$ cat config.mk
export PLATFORM = sky130hd
export DESIGN_NAME = ring_pipe_chunk_fifo
export DESIGN_NICKNAME = d
export VERILOG_FILES = /design/src/design/rpcf_pkg.sv /design/src/design/ring_pipe_chunk_fifo.sv
export SDC_FILE = /design/constraint.sdc
export NUM_CORES = 1
export LEC_CHECK = 0
export BUFFER_PORTS_ARGS = -buffer_cell sky130_fd_sc_hd__buf_2
export CAP_MARGIN = 30
export CORE_MARGIN = 8
export CORE_UTILIZATION = 40
export DETAILED_ROUTE_END_ITERATION = 8
export SLEW_MARGIN = 15
export SYNTH_ARGS = -nofsm -noshare
export SYNTH_HDL_FRONTEND = slang
export SYNTH_SLANG_ARGS = --single-unit
$ cat constraint.sdc
create_clock -name clk_i -period 5.4 [get_ports clk_i]
set_clock_uncertainty 0.05 [all_clocks]
set_input_delay 0.27 -clock clk_i [delete_from_list [all_inputs] [get_ports clk_i]]
set_output_delay 0.27 -clock clk_i [all_outputs]
set_load 0.02 [all_outputs]
$ cat src/design/rpcf_pkg.sv
// Shared codes for the chunked byte ring FIFO.
package rpcf_pkg;

  typedef enum logic [1:0] {
    FUNC_WR_REQ  = 2'd0,
    FUNC_WR_DATA = 2'd1,
    FUNC_RD_REQ  = 2'd2,
    FUNC_NONE    = 2'd3
  } func_e;

  typedef enum logic [1:0] {
    ST_OK          = 2'd0,
    ST_WOULD_BLOCK = 2'd1,
    ST_NO_WRITE    = 2'd2,
    ST_WRITE_OWED  = 2'd3
  } status_e;

  localparam int unsigned CntW  = 16;
  localparam int unsigned ByteW = 8;
  localparam int unsigned LvlW  = 6;
  localparam int unsigned ExtW  = 7;

endpackage

$ cat src/design/ring_pipe_chunk_fifo.sv
// Byte ring FIFO that grants only contiguous chunks and keeps one slot empty.
//
//  channel   | dir | tdata (low bit first)                     | tuser  | tlast
//  s_axis    | in  | request_count[15:0], write_byte[7:0]      | func   | -
//  m_axis    | out | granted[5:0], read_byte[7:0], fill_level  | status | last
//
// Every request except a granted read or the unused code yields one result, registered
// in the cycle after acceptance; the unused code yields none. A granted read of g bytes
// yields g results: the ring memory has one read port with a registered output, so one
// byte leaves per cycle after the first read while m_axis does not stall.
// Reset clears the pointers, fill and owed count; the ring memory is not cleared.
// A stalled m_axis holds the result register and the read stream; s_axis waits until
// the pending read stream has fully moved into the result register.
module ring_pipe_chunk_fifo #(
  parameter int unsigned RingDepth = 64
) (
  input  logic                        clk_i,
  input  logic                        rst_ni,
  input  logic                        s_axis_tvalid_i,
  output logic                        s_axis_tready_o,
  // request_count [15:0], write_byte [23:16]
  input  logic [23:0]                 s_axis_tdata_i,
  // func [1:0]
  input  rpcf_pkg::func_e             s_axis_tuser_i,
  output logic                        m_axis_tvalid_o,
  input  logic                        m_axis_tready_i,
  // granted [5:0], read_byte [13:6], fill_level [19:14], zero [23:20]
  output logic [23:0]                 m_axis_tdata_o,
  // status [1:0]
  output rpcf_pkg::status_e           m_axis_tuser_o,
  output logic                        m_axis_tlast_o
);
  import rpcf_pkg::*;

  localparam int unsigned PW = $clog2(RingDepth);

  typedef enum logic {
    S_IDLE,
    S_READ
  } state_e;

  state_e             state_q, state_d;
  logic [PW-1:0]      rp_q, rp_d, wp_q, wp_d;
  logic [LvlW-1:0]    fill_q, fill_d, owed_q, owed_d;
  logic [LvlW-1:0]    rem_q, rem_d, gr_q, gr_d;
  logic               pend_q, pend_d, pend_last_q, pend_last_d;
  logic [LvlW-1:0]    pend_fill_q, pend_fill_d;

  logic               out_v_q, out_v_d, out_last_q, out_last_d;
  status_e            out_st_q, out_st_d;
  logic [LvlW-1:0]    out_gr_q, out_gr_d, out_fill_q, out_fill_d;
  logic [ByteW-1:0]   out_byte_q, out_byte_d;

  logic [ByteW-1:0]   ring_mem [RingDepth];
  logic [ByteW-1:0]   mem_rd_q;
  logic               rd_en, wr_en;

  logic               in_acc, out_free, load_now;
  logic [CntW-1:0]    req_cnt;
  logic [ByteW-1:0]   wr_byte;
  logic [ExtW-1:0]    wp_inc, rp_inc, room, avail, held;
  logic [PW-1:0]      wp_nxt, rp_nxt;
  logic [LvlW-1:0]    wr_grant, rd_grant;

  assign req_cnt = s_axis_tdata_i[15:0];
  assign wr_byte = s_axis_tdata_i[23:16];

  assign out_free        = !out_v_q || m_axis_tready_i;
  assign load_now        = pend_q && out_free;
  assign s_axis_tready_o = (state_q == S_IDLE) && !pend_q && out_free;
  assign in_acc          = s_axis_tvalid_i && s_axis_tready_o;

  // Pointer advance with wrap at the buffer end
  assign wp_inc = ExtW'(wp_q) + ExtW'(1);
  assign rp_inc = ExtW'(rp_q) + ExtW'(1);
  assign wp_nxt = (wp_inc >= ExtW'(RingDepth)) ? '0 : wp_inc[PW-1:0];
  assign rp_nxt = (rp_inc >= ExtW'(RingDepth)) ? '0 : rp_inc[PW-1:0];

  // Contiguous free space and contiguous held bytes
  always_comb begin
    if (wp_q >= rp_q) begin
      room = ExtW'(RingDepth) - ExtW'(wp_q) - ((rp_q == '0) ? ExtW'(1) : ExtW'(0));
    end else begin
      room = ExtW'(rp_q) - ExtW'(1) - ExtW'(wp_q);
    end
    if (wp_q > rp_q) begin
      avail = ExtW'(wp_q) - ExtW'(rp_q);
    end else begin
      avail = ExtW'(RingDepth) - ExtW'(rp_q);
    end
  end

  assign wr_grant = (req_cnt < CntW'(room))  ? req_cnt[LvlW-1:0] : room[LvlW-1:0];
  assign rd_grant = (req_cnt < CntW'(avail)) ? req_cnt[LvlW-1:0] : avail[LvlW-1:0];

  always_comb begin
    state_d     = state_q;
    rp_d        = rp_q;
    wp_d        = wp_q;
    fill_d      = fill_q;
    owed_d      = owed_q;
    rem_d       = rem_q;
    gr_d        = gr_q;
    pend_d      = pend_q;
    pend_last_d = pend_last_q;
    pend_fill_d = pend_fill_q;
    out_v_d     = out_v_q && !m_axis_tready_i;
    out_st_d    = out_st_q;
    out_gr_d    = out_gr_q;
    out_byte_d  = out_byte_q;
    out_last_d  = out_last_q;
    out_fill_d  = out_fill_q;
    rd_en       = 1'b0;
    wr_en       = 1'b0;

    // Move a fetched ring byte into the result register
    if (load_now) begin
      pend_d     = 1'b0;
      out_v_d    = 1'b1;
      out_st_d   = ST_OK;
      out_gr_d   = gr_q;
      out_byte_d = mem_rd_q;
      out_last_d = pend_last_q;
      out_fill_d = pend_fill_q;
    end

    if (in_acc) begin
      out_st_d   = ST_OK;
      out_gr_d   = '0;
      out_byte_d = '0;
      out_last_d = 1'b1;
      out_fill_d = fill_q;
      case (s_axis_tuser_i)
        FUNC_WR_REQ: begin
          out_v_d = 1'b1;
          if (owed_q != '0) begin
            out_st_d = ST_WRITE_OWED;
          end else if (wp_nxt == rp_q) begin
            out_st_d = ST_WOULD_BLOCK;
          end else begin
            out_gr_d = wr_grant;
            owed_d   = wr_grant;
          end
        end
        FUNC_WR_DATA: begin
          out_v_d = 1'b1;
          if (owed_q == '0) begin
            out_st_d = ST_NO_WRITE;
          end else begin
            wr_en      = 1'b1;
            wp_d       = wp_nxt;
            fill_d     = fill_q + LvlW'(1);
            owed_d     = owed_q - LvlW'(1);
            out_fill_d = fill_q + LvlW'(1);
          end
        end
        FUNC_RD_REQ: begin
          if (rp_q == wp_q) begin
            out_v_d  = 1'b1;
            out_st_d = ST_WOULD_BLOCK;
          end else if (rd_grant == '0) begin
            out_v_d = 1'b1;
          end else begin
            state_d = S_READ;
            rem_d   = rd_grant;
            gr_d    = rd_grant;
          end
        end
        default: begin
        end
      endcase
    end

    // Fetch the next byte when the fetched one has gone or will go this cycle
    if ((state_q == S_READ) && (!pend_q || out_free)) begin
      rd_en       = 1'b1;
      rp_d        = rp_nxt;
      fill_d      = fill_q - LvlW'(1);
      rem_d       = rem_q - LvlW'(1);
      pend_d      = 1'b1;
      pend_fill_d = fill_q - LvlW'(1);
      pend_last_d = (rem_q == LvlW'(1));
      if (rem_q == LvlW'(1)) begin
        state_d = S_IDLE;
      end
    end
  end

  always_ff @(posedge clk_i or negedge rst_ni) begin
    if (!rst_ni) begin
      state_q     <= S_IDLE;
      rp_q        <= '0;
      wp_q        <= '0;
      fill_q      <= '0;
      owed_q      <= '0;
      rem_q       <= '0;
      gr_q        <= '0;
      pend_q      <= 1'b0;
      pend_last_q <= 1'b0;
      pend_fill_q <= '0;
      out_v_q     <= 1'b0;
      out_st_q    <= ST_OK;
      out_gr_q    <= '0;
      out_byte_q  <= '0;
      out_last_q  <= 1'b0;
      out_fill_q  <= '0;
    end else begin
      state_q     <= state_d;
      rp_q        <= rp_d;
      wp_q        <= wp_d;
      fill_q      <= fill_d;
      owed_q      <= owed_d;
      rem_q       <= rem_d;
      gr_q        <= gr_d;
      pend_q      <= pend_d;
      pend_last_q <= pend_last_d;
      pend_fill_q <= pend_fill_d;
      out_v_q     <= out_v_d;
      out_st_q    <= out_st_d;
      out_gr_q    <= out_gr_d;
      out_byte_q  <= out_byte_d;
      out_last_q  <= out_last_d;
      out_fill_q  <= out_fill_d;
    end
  end

  // Ring memory: one write port, one registered read port
  always_ff @(posedge clk_i) begin
    if (wr_en) begin
      ring_mem[wp_q] <= wr_byte;
    end
  end

  always_ff @(posedge clk_i) begin
    if (rd_en) begin
      mem_rd_q <= ring_mem[rp_q];
    end
  end

  assign m_axis_tvalid_o = out_v_q;
  assign m_axis_tuser_o  = out_st_q;
  assign m_axis_tlast_o  = out_last_q;
  assign m_axis_tdata_o  = {4'd0, out_fill_q, out_byte_q, out_gr_q};

  assign held = (wp_q >= rp_q) ? (ExtW'(wp_q) - ExtW'(rp_q))
                               : (ExtW'(wp_q) + ExtW'(RingDepth) - ExtW'(rp_q));

  a_fill_matches_ptrs: assert property (@(posedge clk_i) disable iff (!rst_ni)
    ExtW'(fill_q) == held)
    else $error("fill level out of step with pointers");

  a_fill_bounded: assert property (@(posedge clk_i) disable iff (!rst_ni)
    ExtW'(fill_q) < ExtW'(RingDepth))
    else $error("ring overfilled");

  a_read_has_bytes: assert property (@(posedge clk_i) disable iff (!rst_ni)
    (state_q == S_READ) |-> (rem_q != '0) && (rem_q <= gr_q))
    else $error("read stream count out of range");

  a_no_accept_while_stalled: assert property (@(posedge clk_i) disable iff (!rst_ni)
    s_axis_tready_o |-> !pend_q && (!out_v_q || m_axis_tready_i))
    else $error("request accepted over a held result");

  a_last_ends_stream: assert property (@(posedge clk_i) disable iff (!rst_ni)
    (pend_q && pend_last_q) |-> (state_q == S_IDLE))
    else $error("final byte fetched with stream still open");

endmodule
==> results of run 1 <==
-- metal layers --
metal	share of wire (%)	up-vias	routed length, um
met5	0.044	-	25
met4	2.8	4	1576
met3	5.2	94	2924
met2	48	404	26740
met1	44	6775	24950
li1	-	5794	-
-- critical path, cell delays in order, from the launching register on --
cell,delay (ps)
sky130_fd_sc_hd__dfrtp_1,490
sky130_fd_sc_hd__inv_2,170
sky130_fd_sc_hd__ha_1,210
sky130_fd_sc_hd__inv_1,70
sky130_fd_sc_hd__fa_1,410
sky130_fd_sc_hd__a21o_1,180
sky130_fd_sc_hd__a21oi_1,210
sky130_fd_sc_hd__o21ai_0,110
sky130_fd_sc_hd__a211oi_1,260
sky130_fd_sc_hd__a41oi_1,100
sky130_fd_sc_hd__ha_1,340
sky130_fd_sc_hd__and4b_1,220
sky130_fd_sc_hd__o211ai_1,130
sky130_fd_sc_hd__o211ai_1,290
sky130_fd_sc_hd__nor2_2,190
sky130_fd_sc_hd__or4_4,600
sky130_fd_sc_hd__a21o_1,190
sky130_fd_sc_hd__a31oi_1,160
sky130_fd_sc_hd__dlygate4sd3_1,570
-- registers in the layout, summed over array words and instances (netlist names) --
signal           count
ring_mem           512
mem_rd_q             8
out_byte_q           8
fill_q               6
gr_q                 6
out_fill_q           6
out_gr_q             6
owed_q               6
pend_fill_q          6
rem_q                6
rp_q                 6
wp_q                 6
m_axis_tuser_o       2
m_axis_tlast_o       1
m_axis_tvalid_o      1
pend_last_q          1
pend_q               1
state_q              1
-- cells in the mapped netlist (3+ instances only) --
| master | instances | area share, % |
|---|---|---|
| sky130_fd_sc_hd__dfrtp_1 | 69 | 6.9 |
| sky130_fd_sc_hd__and3_1 | 6 | 0.15 |
| sky130_fd_sc_hd__nor4_1 | 4 | 0.10 |
| sky130_fd_sc_hd__mux4_2 | 168 | 15 |
| sky130_fd_sc_hd__ha_1 | 44 | 2.2 |
| sky130_fd_sc_hd__a211o_1 | 4 | 0.14 |
| sky130_fd_sc_hd__and2_1 | 5 | 0.12 |
| sky130_fd_sc_hd__mux2i_1 | 9 | 0.36 |
| sky130_fd_sc_hd__nand3_1 | 29 | 0.58 |
| sky130_fd_sc_hd__o31ai_1 | 6 | 0.18 |
| sky130_fd_sc_hd__nor2b_1 | 6 | 0.15 |
| sky130_fd_sc_hd__buf_1 | 6 | 0.090 |
| sky130_fd_sc_hd__o21a_1 | 4 | 0.12 |
| sky130_fd_sc_hd__xor2_1 | 7 | 0.24 |
| sky130_fd_sc_hd__clkbuf_1 | 42 | 0.63 |
| sky130_fd_sc_hd__nand2_1 | 81 | 1.2 |
| sky130_fd_sc_hd__mux2_2 | 7 | 0.31 |
| sky130_fd_sc_hd__inv_1 | 36 | 0.54 |
| sky130_fd_sc_hd__buf_2 | 17 | 0.34 |
| sky130_fd_sc_hd__xnor2_1 | 26 | 0.91 |
| sky130_fd_sc_hd__nor3_1 | 16 | 0.32 |
| sky130_fd_sc_hd__or3_1 | 6 | 0.15 |
| sky130_fd_sc_hd__nor2_1 | 106 | 1.6 |
| sky130_fd_sc_hd__a31oi_1 | 8 | 0.20 |
| sky130_fd_sc_hd__a21oi_1 | 41 | 0.82 |
| sky130_fd_sc_hd__edfxtp_1 | 520 | 62 |
| sky130_fd_sc_hd__buf_4 | 5 | 0.15 |
| sky130_fd_sc_hd__nand3b_1 | 4 | 0.12 |
| sky130_fd_sc_hd__nand4_1 | 6 | 0.15 |
| sky130_fd_sc_hd__a211oi_1 | 6 | 0.18 |
| sky130_fd_sc_hd__o211ai_1 | 7 | 0.21 |
| sky130_fd_sc_hd__nand2b_1 | 7 | 0.17 |
| sky130_fd_sc_hd__o21ai_0 | 41 | 0.82 |
| sky130_fd_sc_hd__a21o_1 | 9 | 0.27 |
| sky130_fd_sc_hd__a211oi_2 | 3 | 0.15 |
| sky130_fd_sc_hd__a32oi_1 | 4 | 0.14 |
-- area by class of cell --
cell class / instances / area [um^2] / area share [%]
well taps: 837 / 1047 / 3.702
repair buffers: 84 / 595.6 / 2.105
inverters: 37 / 138.9 / 0.4910
clock buffers: 72 / 1578 / 5.577
flip-flops and latches: 589 / 17350 / 61.33
multi-input cells: 717 / 7269 / 25.70
clock inverters: 40 / 309.0 / 1.092
-- cell families after synthesis --
logic type	count (synthesis)	synth area share, %
adders and majority gates	45	2.279
and+or+nand+nor	291	5.392
other	1	0.01498
muxes	185	15.85
xor gates and xnor gates	33	1.154
AOI/OAI and AO/OA	159	4.283
buffers and inverters	107	1.764
DFF	589	69.27
-- power groups by stage --
stage,Sequential (W),Combinational (W),Clock (W)
after floorplan,0.00561,0.00392,0
after global placement,0.00559,0.00561,0
after detailed placement,0.00560,0.00565,0
after CTS,0.00551,0.00569,0.00406
after global routing,0.00555,0.00617,0.00422
final,0.00551,0.00569,0.00398
-- worst max path at each step --
stage / from / end
after global routing: wp_q[0]$_DFFE_PN0P_ / m_axis_tvalid_o$_DFF_PN0_
after floorplan: rp_q[3]$_DFFE_PN0P_ / gr_q[2]$_DFFE_PN0P_
after CTS: wp_q[0]$_DFFE_PN0P_ / m_axis_tvalid_o$_DFF_PN0_
final: wp_q[0]$_DFFE_PN0P_ / m_axis_tvalid_o$_DFF_PN0_
after global placement: rp_q[1]$_DFFE_PN0P_ / owed_q[1]$_DFFE_PN0P_
after detailed placement: wp_q[0]$_DFFE_PN0P_ / rem_q[3]$_DFFE_PN0P_
-- timing repair --
action / CTS / global route
gates resized for setup: 0 / 2
endpoints found under the hold margin: 73 / 0
setup endpoints to repair: 0 / 1
hold buffers: 6 / 0
-- metrics by stage --
step | area, um^2 | worst slack, ps | total power [W]
after floorplan | 25050 | 514.3 | 0.009536
after global placement | 26240 | 757.0 | 0.01120
after detailed placement | 26270 | 702.4 | 0.01125
after CTS | 28210 | 226.6 | 0.01526
after global routing | 28290 | 7.372 | 0.01594
final | 28290 | 378.8 | 0.01518
==> impl_table.tex, run 1 <==
\begin{tabular}{lr}
\hline
Metric & Value \\
\hline
\multicolumn{2}{l}{\textbf{Critical path}} \\
\quad Crit path required time & 5890 ps \\
\quad Count of cells along the worst register-to-register path & 18 \\
\quad Worst setup EP type & register \\
\quad CP startpoint kind & register \\
\quad Worst Path Max Fanout & 12 \\
\quad Class of the most critical setup path & register to register \\
\quad Crit Reg-Reg Endpoint & m\_axis\_tvalid\_o\$\_DFF\_PN0\_ \\
\quad R2r setup slk & between 300 and 400 ps \\
\quad Launch instance of the worst register-to-register path & wp\_q[0]\$\_DFFE\_PN0P\_ \\
\quad Data arrival at the endpoint of the critical path & about 5500 ps \\
\multicolumn{2}{l}{\textbf{Power and ir drop}} \\
\quad Comb pwr share & between 30 and 40\% \\
\quad Clock share of power & a little over a quarter \\
\quad Internal cell power & $\sim$0.010 W \\
\quad Static power due to leakage & 9.358 nW \\
\quad Power per cell area & between 500 and 600 mW/mm\^{}2 \\
\quad Switching part of the total & around 34\% \\
\quad Fraction of power consumed by sequential logic & a little over a third \\
\quad Max VDD drop & slightly below 0.5 mV \\
\quad Switching Power & 0.005166 W \\
\multicolumn{2}{l}{\textbf{Timing}} \\
\quad Final Max Slew Viols & 0 \\
\quad Final TNS setup & 0 ps \\
\quad Transition at the pin with the smallest max-transition slack & between 900 and 1000 ps \\
\quad Worst slack on hold paths & approximately 71 ps \\
\quad RSZ-0062 raised after global routing & no \\
\quad Final Setup Violations & 0 \\
\quad Count of final hold-check violations & 0 \\
\quad Portion of the clock cycle consumed by the worst path in the final layout & around 93\% \\
\quad Shortest clock period the worst path allows after layout & between 5000 and 6000 ps \\
\quad Normalized max-slew margin & between 30\% and 40\% \\
\quad Highest achievable clock rate & about 200 MHz \\
\multicolumn{2}{l}{\textbf{Routing}} \\
\quad DRC violation count after routing & 0 \\
\quad Total wirelength of the detailed-routed design & 56210 um \\
\quad First-pass iteration count of the detailed router & 5 \\
\quad Initial DRC count & $\sim$1100 \\
\quad Vias per cell & 5.501 \\
\quad Count of vias placed by the detailed router & 13071 \\
\quad Remaining antenna violation count & 0 \\
\quad Average wire per cell in the routed design & about 24 um \\
\multicolumn{2}{l}{\textbf{Clock network}} \\
\quad CTS Buffer Depth & 3 \\
\quad Insertion delay of the later-clocked pin in the worst-skew pair & 620 ps \\
\quad Count of clock tree sinks & 589 \\
\quad Clock slew seen by the registers of the worst setup and hold paths & about 60 ps \\
\quad Post-CTS setup buffer count & 0 \\
\quad Number of buffers inserted during clock tree synthesis & 60 \\
\quad Clock tree from TritonCTS & built \\
\quad Root buffer selected by CTS & sky130\_fd\_sc\_hd\_\_clkbuf\_16 \\
\quad H-tree levels & 2 \\
\multicolumn{2}{l}{\textbf{Finish}} \\
\quad Area Overhead vs Synth & 12.99\% \\
\quad Commonest cells after routing, fill and taps aside & 520 x sky130\_fd\_sc\_hd\_\_edfxtp\_1, 168 x sky130\_fd\_sc\_hd\_\_mux4\_2, 106 x sky130\_fd\_sc\_hd\_\_nor2\_1, 81 x sky130\_fd\_sc\_hd\_\_nand2\_1, 66 x sky130\_fd\_sc\_hd\_\_dfrtp\_1 \\
\quad Leading cell type in the layout, fill and taps excluded & sky130\_fd\_sc\_hd\_\_edfxtp\_1 \\
\quad Antenna diode instance count & 0 \\
\quad Layout net count & between 1500 and 2000 \\
\quad Share of the core filled with cells in the final layout & 45.76\% \\
\quad Non-filler cells, final & $\sim$2400 \\
\quad Share of cells above drive strength 1 & approximately a quarter \\
\quad Number of inserted filler cells in the final layout & about 5300 \\
\multicolumn{2}{l}{\textbf{Job}} \\
\quad Maxcap violations & 0 \\
\multicolumn{2}{l}{\textbf{GRT}} \\
\quad Vias in the first global route & around 13000 \\
\quad Grt met1 use & around 22\% \\
\quad Top Usage Layer GRT & met2 \\
\quad Total track usage & 15.77\% \\
\quad Met2 Usage GRT & approximately 25\% \\
\quad Pin count of the biggest net entering global routing & $\sim$140 \\
\quad Wire length of the first global-routing pass & 85530 um \\
\quad Met3 track demand over resource in global routing & between 2 and 3\% \\
\quad GRT overflow & 0 \\
\quad Number of antenna violations at the first check in global routing & 2 \\
\multicolumn{2}{l}{\textbf{Placed design}} \\
\quad Buffers on Ports & 54 \\
\quad Placed Cells & 2255 \\
\quad Detailed placer's ending HPWL & between 30000 and 40000 um \\
\quad Routability-driven placement congestion ratio & between 0.8 and 0.9 \\
\multicolumn{2}{l}{\textbf{Floorplanning}} \\
\quad Vertical die dimension & about 270 um \\
\quad Ports placed on the boundary & 59 \\
\quad Initial Utilization & about two fifths \\
\quad Area of the core & 0.06183 mm\^{}2 \\
\quad Die Area & roughly 0.071 mm\^{}2 \\
\quad Die Wd & 266.2 um \\
\quad Cell row count & 91 \\
\multicolumn{2}{l}{\textbf{Hold path}} \\
\quad Hold path endpoint & owed\_q[5]\$\_DFFE\_PN0P\_ \\
\quad Type of the tightest min-delay check & input pin to register \\
\quad Hold Path Stages & 5 \\
\quad Startpoint of the lowest-slack hold path & s\_axis\_tdata\_i[5] \\
\multicolumn{2}{l}{\textbf{Synthesis}} \\
\quad Number of cells produced by synthesis & roughly 1400 \\
\quad Per-instance average area after synthesis & 17.76 um\^{}2 \\
\quad EDFF count, synth & 520 \\
\quad Most used flip-flop cell after synthesis & sky130\_fd\_sc\_hd\_\_edfxtp\_1 \\
\quad Count of cell types in the netlist & 74 \\
\quad Total of flip-flops plus latches after synthesis & approximately 590 \\
\quad Sequential share of the synthesized area & roughly 69\% \\
\quad Async set-reset flop share out of synthesis & a little under an eighth \\
\quad Synth warnings & 0 \\
\quad Post-synth design cell area & between 0.02 and 0.03 mm\^{}2 \\
\multicolumn{2}{l}{\textbf{Run status}} \\
\quad Result of the run & finished, final reports clean \\
\hline
\end{tabular}
No activity file was read; power rests on OpenSTA's default activity.
==> inputs of run 2 (changes only) <==
--- a/config.mk
+++ b/config.mk
@@ -5,6 +5,7 @@
 export SDC_FILE = /design/constraint.sdc
 export NUM_CORES = 1
 export LEC_CHECK = 0
+export ABC_AREA = 1
 export BUFFER_PORTS_ARGS = -buffer_cell sky130_fd_sc_hd__buf_2
 export CAP_MARGIN = 30
 export CORE_MARGIN = 8
==> run 2 against run 1 <==
Flip-flop and latch count is the same. Sequential share of layout area decreased by 0.44 points. Final cell count up 30%. Synthesized cell count increased by 53%. Synthesized area increased by 0.91%. Register-to-register slack better by 140 ps. Wire length rose by 20%.
==> impl_table.tex, run 2 <==
\begin{tabular}{lr}
\hline
Metric & Value \\
\hline
\multicolumn{2}{l}{\textbf{Placed design}} \\
\quad Routability-driven placement congestion ratio & a little over 0.8 \\
\quad Detailed placer's ending HPWL & 39680 um \\
\quad Buffers on Ports & 54 \\
\multicolumn{2}{l}{\textbf{Clock network}} \\
\quad Number of buffers inserted during clock tree synthesis & 59 \\
\quad Post-CTS setup buffer count & 0 \\
\quad H-tree levels & 2 \\
\quad Clock tree from TritonCTS & built \\
\quad Insertion delay of the later-clocked pin in the worst-skew pair & between 600 and 700 ps \\
\quad Count of clock tree sinks & slightly below 600 \\
\quad Clock slew seen by the registers of the worst setup and hold paths & 60 ps \\
\quad CTS Buffer Depth & 3 \\
\quad Root buffer selected by CTS & sky130\_fd\_sc\_hd\_\_clkbuf\_16 \\
\multicolumn{2}{l}{\textbf{Power and ir drop}} \\
\quad Switching part of the total & 40.36\% \\
\quad Internal cell power & 0.009660 W \\
\quad Static power due to leakage & 9.895 nW \\
\quad Comb pwr share & 39.1\% \\
\quad Power per cell area & around 570 mW/mm\^{}2 \\
\quad Max VDD drop & 0.3537 mV \\
\quad Switching Power & about 0.0065 W \\
\quad Fraction of power consumed by sequential logic & 34.6\% \\
\quad Clock share of power & between 20\% and 30\% \\
\quad Total power after layout & about 0.016 W \\
\multicolumn{2}{l}{\textbf{GRT}} \\
\quad GRT overflow & 0 \\
\quad Number of antenna violations at the first check in global routing & 1 \\
\quad Vias in the first global route & 16360 \\
\quad Pin count of the biggest net entering global routing & roughly 200 \\
\quad Wire length of the first global-routing pass & slightly above 100000 um \\
\quad Total track usage & a little under a fifth \\
\multicolumn{2}{l}{\textbf{Timing}} \\
\quad Normalized max-slew margin & a little over a third \\
\quad Count of final hold-check violations & 0 \\
\quad RSZ-0062 raised after global routing & no \\
\quad Final TNS setup & 0 ps \\
\quad Portion of the clock cycle consumed by the worst path in the final layout & 90.33\% \\
\quad Final Max Slew Viols & 0 \\
\quad Highest achievable clock rate & 205.0 MHz \\
\quad Transition at the pin with the smallest max-transition slack & between 900 and 1000 ps \\
\quad Shortest clock period the worst path allows after layout & 4878 ps \\
\quad Final Setup Violations & 0 \\
\multicolumn{2}{l}{\textbf{Routing}} \\
\quad Total wirelength of the detailed-routed design & between 60000 and 70000 um \\
\quad Average wire per cell in the routed design & about 22 um \\
\quad Count of vias placed by the detailed router & between 15000 and 20000 \\
\quad Vias per cell & 5.579 \\
\quad Remaining antenna violation count & 0 \\
\quad Initial DRC count & approximately 1800 \\
\quad First-pass iteration count of the detailed router & 6 \\
\quad DRC violation count after routing & 0 \\
\multicolumn{2}{l}{\textbf{Synthesis}} \\
\quad Async set-reset flop share out of synthesis & about an eighth \\
\quad Count of cell types in the netlist & 46 \\
\quad Per-instance average area after synthesis & between 10 and 15 um\^{}2 \\
\quad EDFF count, synth & 520 \\
\quad Number of cells produced by synthesis & between 2000 and 2500 \\
\quad Most used flip-flop cell after synthesis & sky130\_fd\_sc\_hd\_\_edfxtp\_1 \\
\quad Leading cell types by total area after synthesis & sky130\_fd\_sc\_hd\_\_edfxtp\_1 62\%, sky130\_fd\_sc\_hd\_\_dfrtp\_1 6.8\%, sky130\_fd\_sc\_hd\_\_o21ai\_0 5.5\% \\
\quad Sequential share of the synthesized area & 68.64\% \\
\quad Total of flip-flops plus latches after synthesis & 589 \\
\quad Post-synth top area cell & sky130\_fd\_sc\_hd\_\_edfxtp\_1 \\
\quad Synth warnings & 0 \\
\quad Area share of the largest cell type after synthesis & between 60\% and 70\% \\
\quad Library cell with the highest instance count after synthesis & sky130\_fd\_sc\_hd\_\_edfxtp\_1 \\
\quad Top cells by instance count after synthesis & 520 x sky130\_fd\_sc\_hd\_\_edfxtp\_1, 329 x sky130\_fd\_sc\_hd\_\_nor2\_1, 280 x sky130\_fd\_sc\_hd\_\_o21ai\_0 \\
\quad Post-synth design cell area & 0.02527 mm\^{}2 \\
\multicolumn{2}{l}{\textbf{Finish}} \\
\quad Share of cells above drive strength 1 & under 10\% \\
\quad Register with the highest flop count & ring\_mem \\
\quad Flip-flop count of the largest register, all copies and words added & approximately 510 \\
\quad Leading cell type in the layout, fill and taps excluded & sky130\_fd\_sc\_hd\_\_edfxtp\_1 \\
\quad Commonest cells after routing, fill and taps aside & 520 x sky130\_fd\_sc\_hd\_\_edfxtp\_1, 327 x sky130\_fd\_sc\_hd\_\_nor2\_1, 280 x sky130\_fd\_sc\_hd\_\_o21ai\_0, 237 x sky130\_fd\_sc\_hd\_\_nand2\_1, 135 x sky130\_fd\_sc\_hd\_\_nand3\_1 \\
\quad Largest regs & ring\_mem (512), mem\_rd\_q (8), out\_byte\_q (8) \\
\quad Area Overhead vs Synth & 12.78\% \\
\quad Layout net count & about 2300 \\
\multicolumn{2}{l}{\textbf{Floorplanning}} \\
\quad Vertical die dimension & $\sim$270 um \\
\quad Die Area & 0.07146 mm\^{}2 \\
\quad Initial Utilization & roughly two fifths \\
\quad Cell row count & between 90 and 100 \\
\quad Area of the core & approximately 0.063 mm\^{}2 \\
\quad Ports placed on the boundary & between 50 and 60 \\
\quad Die Wd & 267.3 um \\
\multicolumn{2}{l}{\textbf{Critical path}} \\
\quad Slowest stage cell on the critical path & sky130\_fd\_sc\_hd\_\_dfrtp\_4 \\
\quad Class of the most critical setup path & register to register \\
\quad CP most frequent cell & sky130\_fd\_sc\_hd\_\_nand2\_2 \\
\quad CP startpoint kind & register \\
\quad Launch instance of the worst register-to-register path & rp\_q[1]\$\_DFFE\_PN0P\_ \\
\quad Worst setup EP type & register \\
\quad Crit Reg-Reg Endpoint & m\_axis\_tvalid\_o\$\_DFF\_PN0\_ \\
\quad Delay of the slowest cell on the worst path & between 700 and 800 ps \\
\quad Crit-path cells & clkinv\_2 > ha\_1 > nand3\_1 > nand2\_2 > nand2\_2 > nand2\_4 > nand2\_4 > inv\_1 > o21ai\_0 > o21a\_1 > inv\_1 > ha\_1 > a21oi\_1 > nor3\_1 > nor4\_4 > nand2\_4 > nand2\_2 > nand2\_2 > nor2\_2 > nand3\_4 > nand3\_1 > nand2\_1 > dlygate4sd3\_1 > nand2\_1 \\
\quad Data arrival at the endpoint of the critical path & about 5400 ps \\
\quad Worst Path Max Fanout & 35 \\
\quad R2r setup slk & 520 ps \\
\quad Crit path required time & 5890 ps \\
\quad Count of cells along the worst register-to-register path & 24 \\
\multicolumn{2}{l}{\textbf{Hold path}} \\
\quad Type of the tightest min-delay check & input pin to register \\
\quad Hold Path Stages & 4 \\
\quad Startpoint of the lowest-slack hold path & s\_axis\_tuser\_i[0] \\
\quad Hold path endpoint & gr\_q[4]\$\_DFFE\_PN0P\_ \\
\multicolumn{2}{l}{\textbf{Run status}} \\
\quad Result of the run & finished, final reports clean \\
\multicolumn{2}{l}{\textbf{Job}} \\
\quad Maxcap violations & 0 \\
\hline
\end{tabular}
run 2: worst max path at each step:
| stage | end | cells past startpoint | startpoint |
|---|---|---|---|
| after floorplan | owed_q[3]$_DFFE_PN0P_ | 24 | rp_q[0]$_DFFE_PN0P_ |
| after global placement | rem_q[5]$_DFFE_PN0P_ | 24 | rp_q[1]$_DFFE_PN0P_ |
| after detailed placement | rem_q[0]$_DFFE_PN0P_ | 24 | rp_q[1]$_DFFE_PN0P_ |
| after CTS | m_axis_tvalid_o$_DFF_PN0_ | 24 | rp_q[1]$_DFFE_PN0P_ |
| after global routing | m_axis_tvalid_o$_DFF_PN0_ | 24 | rp_q[1]$_DFFE_PN0P_ |
| final | m_axis_tvalid_o$_DFF_PN0_ | 24 | rp_q[1]$_DFFE_PN0P_ |
run 2: per-stage QoR:
step / instances / cell area [um^2] / hold WS, ps / util, % / setup slack [ps]
finish: 3085 / 28490 / 6.006 / 45.42 / 522.2
global route: 3084 / 28490 / 18.91 / 45.42 / 175.4
CTS: 3081 / 28420 / 20.36 / 45.31 / 368.5
detailed placement: 2967 / 26370 / 404.1 / 42.03 / 587.0
global placement: 2967 / 26370 / 408.4 / 42.03 / 842.7
floorplan: 2162 / 25280 / -75.59 / - / 974.2
run 2: layout make-up:
type,count,area (um^2)
clock buffer,75,1587
antenna,1,2.502
tap,846,1059
sequential,589,17350
inverter,85,325.3
fill,5712,34240
clock inverter,35,431.7
timing repair buffer,90,600.6
multi-input combinational,1364,7139
run 2: cells by family (layout without fill, tap and decap cells):
group,count (synthesis),after routing,share of synthesized area (%)
simple gates,783,783,13.40
flops,589,589,68.64
compound gates,506,506,11.57
buf+inv,209,285,3.224
fa+ha+maj,45,45,2.258
xor+xnor,26,26,0.9013
other cells,1,5,0.01484
run 2: repair_timing:
item | in CTS | in global routing
endpoints found under the setup margin | 0 | 1
hold endpoints to repair | 71 | 0
gates resized for setup | 0 | 1
hold buffers | 4 | 0
run 2: metal layers:
layer | vias up | track usage (%) | share of wire (%)
li1 | 7930 | - | -
met1 | 8507 | 26.28 | 44
met2 | 674 | 28.97 | 46
met3 | 100 | 3.323 | 7.4
met4 | 0 | 5.323 | 2.5
met5 | - | 0 | 0
run 2: power groups by stage:
stage	Sequential, W	Combinational [W]	Clock [W]
after floorplan	0.00563	0.00416	0
after global placement	0.00567	0.00610	0
after detailed placement	0.00569	0.00622	0
after CTS	0.00559	0.00625	0.00432
after global routing	0.00563	0.00695	0.00448
final	0.00560	0.00633	0.00427
run 2: worst max-delay path: cells and delay by family (launching register included):
kind	cells	cell delay, ps
DFF	1	710
adders and majority gates	2	750
AOI/OAI and AO/OA	3	420
and+or+nand+nor	15	1820
buffers and inverters	4	1060
==> inputs of run 3 (changes only) <==
--- a/config.mk
+++ b/config.mk
@@ -15,3 +15,4 @@
 export SYNTH_ARGS = -nofsm -noshare
 export SYNTH_HDL_FRONTEND = slang
 export SYNTH_SLANG_ARGS = --single-unit
+export TNS_END_PERCENT = 1
==> constraint.sdc (replaced) <==
create_clock -name clk_i -period 4.1 [get_ports clk_i]
set_clock_uncertainty 0.05 [all_clocks]
set_input_delay 0.205 -clock clk_i [delete_from_list [all_inputs] [get_ports clk_i]]
set_output_delay 0.205 -clock clk_i [all_outputs]
set_load 0.02 [all_outputs]
==> run 3 against run 2 <==
Flip-flop and latch count did not move. Clock-buffer cell count down 3. Utilization is 1.0 points higher. Sequential share of layout area shrank 1.4 points. Sequential power is 29% higher. Total power up 33%. Via count up 2.3%. Die area did not move. Hold slack improved by 18 ps. Global-route usage increased by 0.15 points. Critical path depth is 3 lower. Largest power group unchanged.
==> impl_table.tex, run 3 (same netlist as run 2, synthesis figures left out) <==
\begin{tabular}{lr}
\hline
Metric & Value \\
\hline
\multicolumn{2}{l}{\textbf{Clock network}} \\
\quad H-tree levels & 2 \\
\quad Insertion delay of the later-clocked pin in the worst-skew pair & about 640 ps \\
\quad Clock slew seen by the registers of the worst setup and hold paths & $\sim$60 ps \\
\quad Number of buffers inserted during clock tree synthesis & 60 \\
\quad CTS Buffer Depth & 3 \\
\quad Count of clock tree sinks & roughly 590 \\
\quad Clock tree from TritonCTS & built \\
\quad Root buffer selected by CTS & sky130\_fd\_sc\_hd\_\_clkbuf\_16 \\
\multicolumn{2}{l}{\textbf{Critical path}} \\
\quad Class of the most critical setup path & register to register \\
\quad Crit Reg-Reg Endpoint & owed\_q[4]\$\_DFFE\_PN0P\_ \\
\quad Slowest stage cell on the critical path & sky130\_fd\_sc\_hd\_\_dfrtp\_4 \\
\quad Delay of the slowest cell on the worst path & approximately 510 ps \\
\quad Launch instance of the worst register-to-register path & rp\_q[0]\$\_DFFE\_PN0P\_ \\
\quad Buffering stage count on the worst path with inverters included & 3 \\
\quad Kind of cell adding the most delay to the critical path & simple AND/OR/NAND/NOR gates \\
\quad R2r setup slk & between 150 and 200 ps \\
\quad Crit path required time & 4540 ps \\
\quad Worst setup EP type & register \\
\quad Worst Path Max Fanout & 5 \\
\quad Crit-path cells & inv\_6 > ha\_4 > nand4\_1 > nor2\_2 > inv\_1 > ha\_1 > ha\_2 > inv\_1 > ha\_2 > o21ai\_0 > a21oi\_1 > xor2\_1 > o22ai\_2 > ha\_1 > a21oi\_2 > nor2\_1 > nor4\_4 > nand2\_2 > or2\_1 > nand3\_1 > a21oi\_2 \\
\quad Data arrival at the endpoint of the critical path & 4380 ps \\
\quad CP startpoint kind & register \\
\quad Count of cells along the worst register-to-register path & 21 \\
\multicolumn{2}{l}{\textbf{Placed design}} \\
\quad Buffers on Ports & 54 \\
\quad Routability-driven placement congestion ratio & between 0.8 and 0.9 \\
\quad Placed Cells & slightly above 3000 \\
\quad Detailed placer's ending HPWL & 40420 um \\
\multicolumn{2}{l}{\textbf{GRT}} \\
\quad Wire length of the first global-routing pass & 103300 um \\
\quad Pin count of the biggest net entering global routing & between 200 and 250 \\
\quad Number of antenna violations at the first check in global routing & 0 \\
\quad Total track usage & between 10\% and 20\% \\
\quad GRT overflow & 0 \\
\quad Vias in the first global route & $\sim$17000 \\
\multicolumn{2}{l}{\textbf{Routing}} \\
\quad DRC violation count after routing & 0 \\
\quad Vias per cell & between 5 and 6 \\
\quad Remaining antenna violation count & 0 \\
\quad Initial DRC count & 1862 \\
\quad Average wire per cell in the routed design & around 22 um \\
\quad First-pass iteration count of the detailed router & 6 \\
\quad Total wirelength of the detailed-routed design & 68520 um \\
\quad Count of vias placed by the detailed router & 17605 \\
\multicolumn{2}{l}{\textbf{Hold path}} \\
\quad Type of the tightest min-delay check & input pin to asynchronous set/reset pin \\
\multicolumn{2}{l}{\textbf{Finish}} \\
\quad Layout net count & approximately 2300 \\
\quad Commonest cells after routing, fill and taps aside & 520 x sky130\_fd\_sc\_hd\_\_edfxtp\_1, 326 x sky130\_fd\_sc\_hd\_\_nor2\_1, 279 x sky130\_fd\_sc\_hd\_\_o21ai\_0, 236 x sky130\_fd\_sc\_hd\_\_nand2\_1, 135 x sky130\_fd\_sc\_hd\_\_nand3\_1 \\
\quad Flip-flop count of the largest register, all copies and words added & 512 \\
\quad Leading cell type in the layout, fill and taps excluded & sky130\_fd\_sc\_hd\_\_edfxtp\_1 \\
\quad Share of the core filled with cells in the final layout & between 40 and 50\% \\
\quad Non-filler cells, final & between 3000 and 4000 \\
\quad Largest regs & ring\_mem (512), mem\_rd\_q (8), out\_byte\_q (8) \\
\quad Area Overhead vs Synth & 15.37\% \\
\quad Register with the highest flop count & ring\_mem \\
\quad Antenna diode instance count & 0 \\
\quad Share of cells above drive strength 1 & a little over an eighth \\
\multicolumn{2}{l}{\textbf{Timing}} \\
\quad Count of final hold-check violations & 0 \\
\quad Transition at the pin with the smallest max-transition slack & between 1000 and 1500 ps \\
\quad Worst slack on hold paths & $\sim$24 ps \\
\quad Portion of the clock cycle consumed by the worst path in the final layout & between 90\% and 100\% \\
\quad Final Max Slew Viols & 0 \\
\quad Normalized max-slew margin & about a quarter \\
\quad Highest achievable clock rate & 253.6 MHz \\
\quad Final Setup Violations & 0 \\
\quad Final TNS setup & 0 ps \\
\quad Shortest clock period the worst path allows after layout & between 3000 and 4000 ps \\
\multicolumn{2}{l}{\textbf{Run status}} \\
\quad Result of the run & finished, final reports clean \\
\multicolumn{2}{l}{\textbf{Floorplanning}} \\
\quad Cell row count & 92 \\
\quad Initial Utilization & between 40\% and 50\% \\
\quad Die Area & a little over 0.07 mm\^{}2 \\
\quad Ports placed on the boundary & 59 \\
\quad Area of the core & $\sim$0.063 mm\^{}2 \\
\quad Die Wd & about 270 um \\
\quad Vertical die dimension & around 270 um \\
\multicolumn{2}{l}{\textbf{Power and ir drop}} \\
\quad Static power due to leakage & between 10 and 15 nW \\
\quad Max VDD drop & 1.066 mV \\
\quad Power per cell area & between 700 and 800 mW/mm\^{}2 \\
\multicolumn{2}{l}{\textbf{Job}} \\
\quad Maxcap violations & 0 \\
\hline
\end{tabular}
[run 3: changes by cell type in the layout (fill, tap and decap cells not counted), moves of 4 or more]
| cell | change |
|---|---|
| sky130_fd_sc_hd__a21oi_1 | -4 |
| sky130_fd_sc_hd__a21oi_2 | +4 |
| sky130_fd_sc_hd__buf_4 | +70 |
| sky130_fd_sc_hd__bufinv_16 | -4 |
| sky130_fd_sc_hd__clkbuf_1 | -6 |
| sky130_fd_sc_hd__clkbuf_16 | +4 |
| sky130_fd_sc_hd__clkinv_2 | +7 |
| sky130_fd_sc_hd__ha_1 | -7 |
| sky130_fd_sc_hd__ha_2 | +5 |
[run 3: power by group]
group | internal, W | switching (W)
sequential | 0.00695 | 0.000256
clock | 0.00314 | 0.00230
combinational | 0.00275 | 0.00613
total | 0.0128 | 0.00869
[run 3: layout make-up]
type | instances | area, um^2
clock buffers | 72 | 1627
clock inverters | 38 | 349.1
fillers | 5646 | 33590
flip-flops and latches | 589 | 17350
multi-input cells | 1365 | 7238
well taps | 846 | 1059
repair buffers | 166 | 1197
inverters | 85 | 329.1
[run 3: what timing repair did]
item	4_1_cts	5_1_grt
pin swaps	1	12
endpoints found under the setup margin	10	26
cloned	0	2
hold buffers	7	0
setup buffers	2	10
hold endpoints to repair	86	0
gates resized for setup	1	26
[run 3: per-layer routing]
metal	global-route usage [%]	part of all wire, %
met5	0	0
met2	29.38	46
met1	25.92	43
met4	6.720	3.1
met3	3.149	7.7
[run 3: how the worst max path moves through the flow]
| stage | from | end | slack, ps | cells after the start |
|---|---|---|---|---|
| 6_report | rp_q[0]$_DFFE_PN0P_ | owed_q[4]$_DFFE_PN0P_ | 160 | 21 |
| 5_1_grt | rp_q[0]$_DFFE_PN0P_ | out_gr_q[4]$_DFFE_PN0P_ | -40 | 21 |
| 4_1_cts | rp_q[1]$_DFFE_PN0P_ | rem_q[4]$_DFFE_PN0P_ | 3 | 25 |
| 3_5_place_dp | rp_q[1]$_DFFE_PN0P_ | rem_q[4]$_DFFE_PN0P_ | -150 | 25 |
| 3_3_place_gp | rp_q[1]$_DFFE_PN0P_ | rem_q[5]$_DFFE_PN0P_ | 50 | 25 |
| 2_1_floorplan | rp_q[2]$_DFFE_PN0P_ | state_q$_DFF_PN0_ | -30 | 26 |
[run 3: per-stage QoR]
step	total power [W]	cell area (um^2)	setup slack, ps
2_1_floorplan	0.01291	25300	-27.21
3_3_place_gp	0.01572	26850	52.37
3_5_place_dp	0.01588	26870	-148.3
4_1_cts	0.02134	28940	3.255
5_1_grt	0.02277	29150	-44.17
6_report	0.02153	29150	157.2
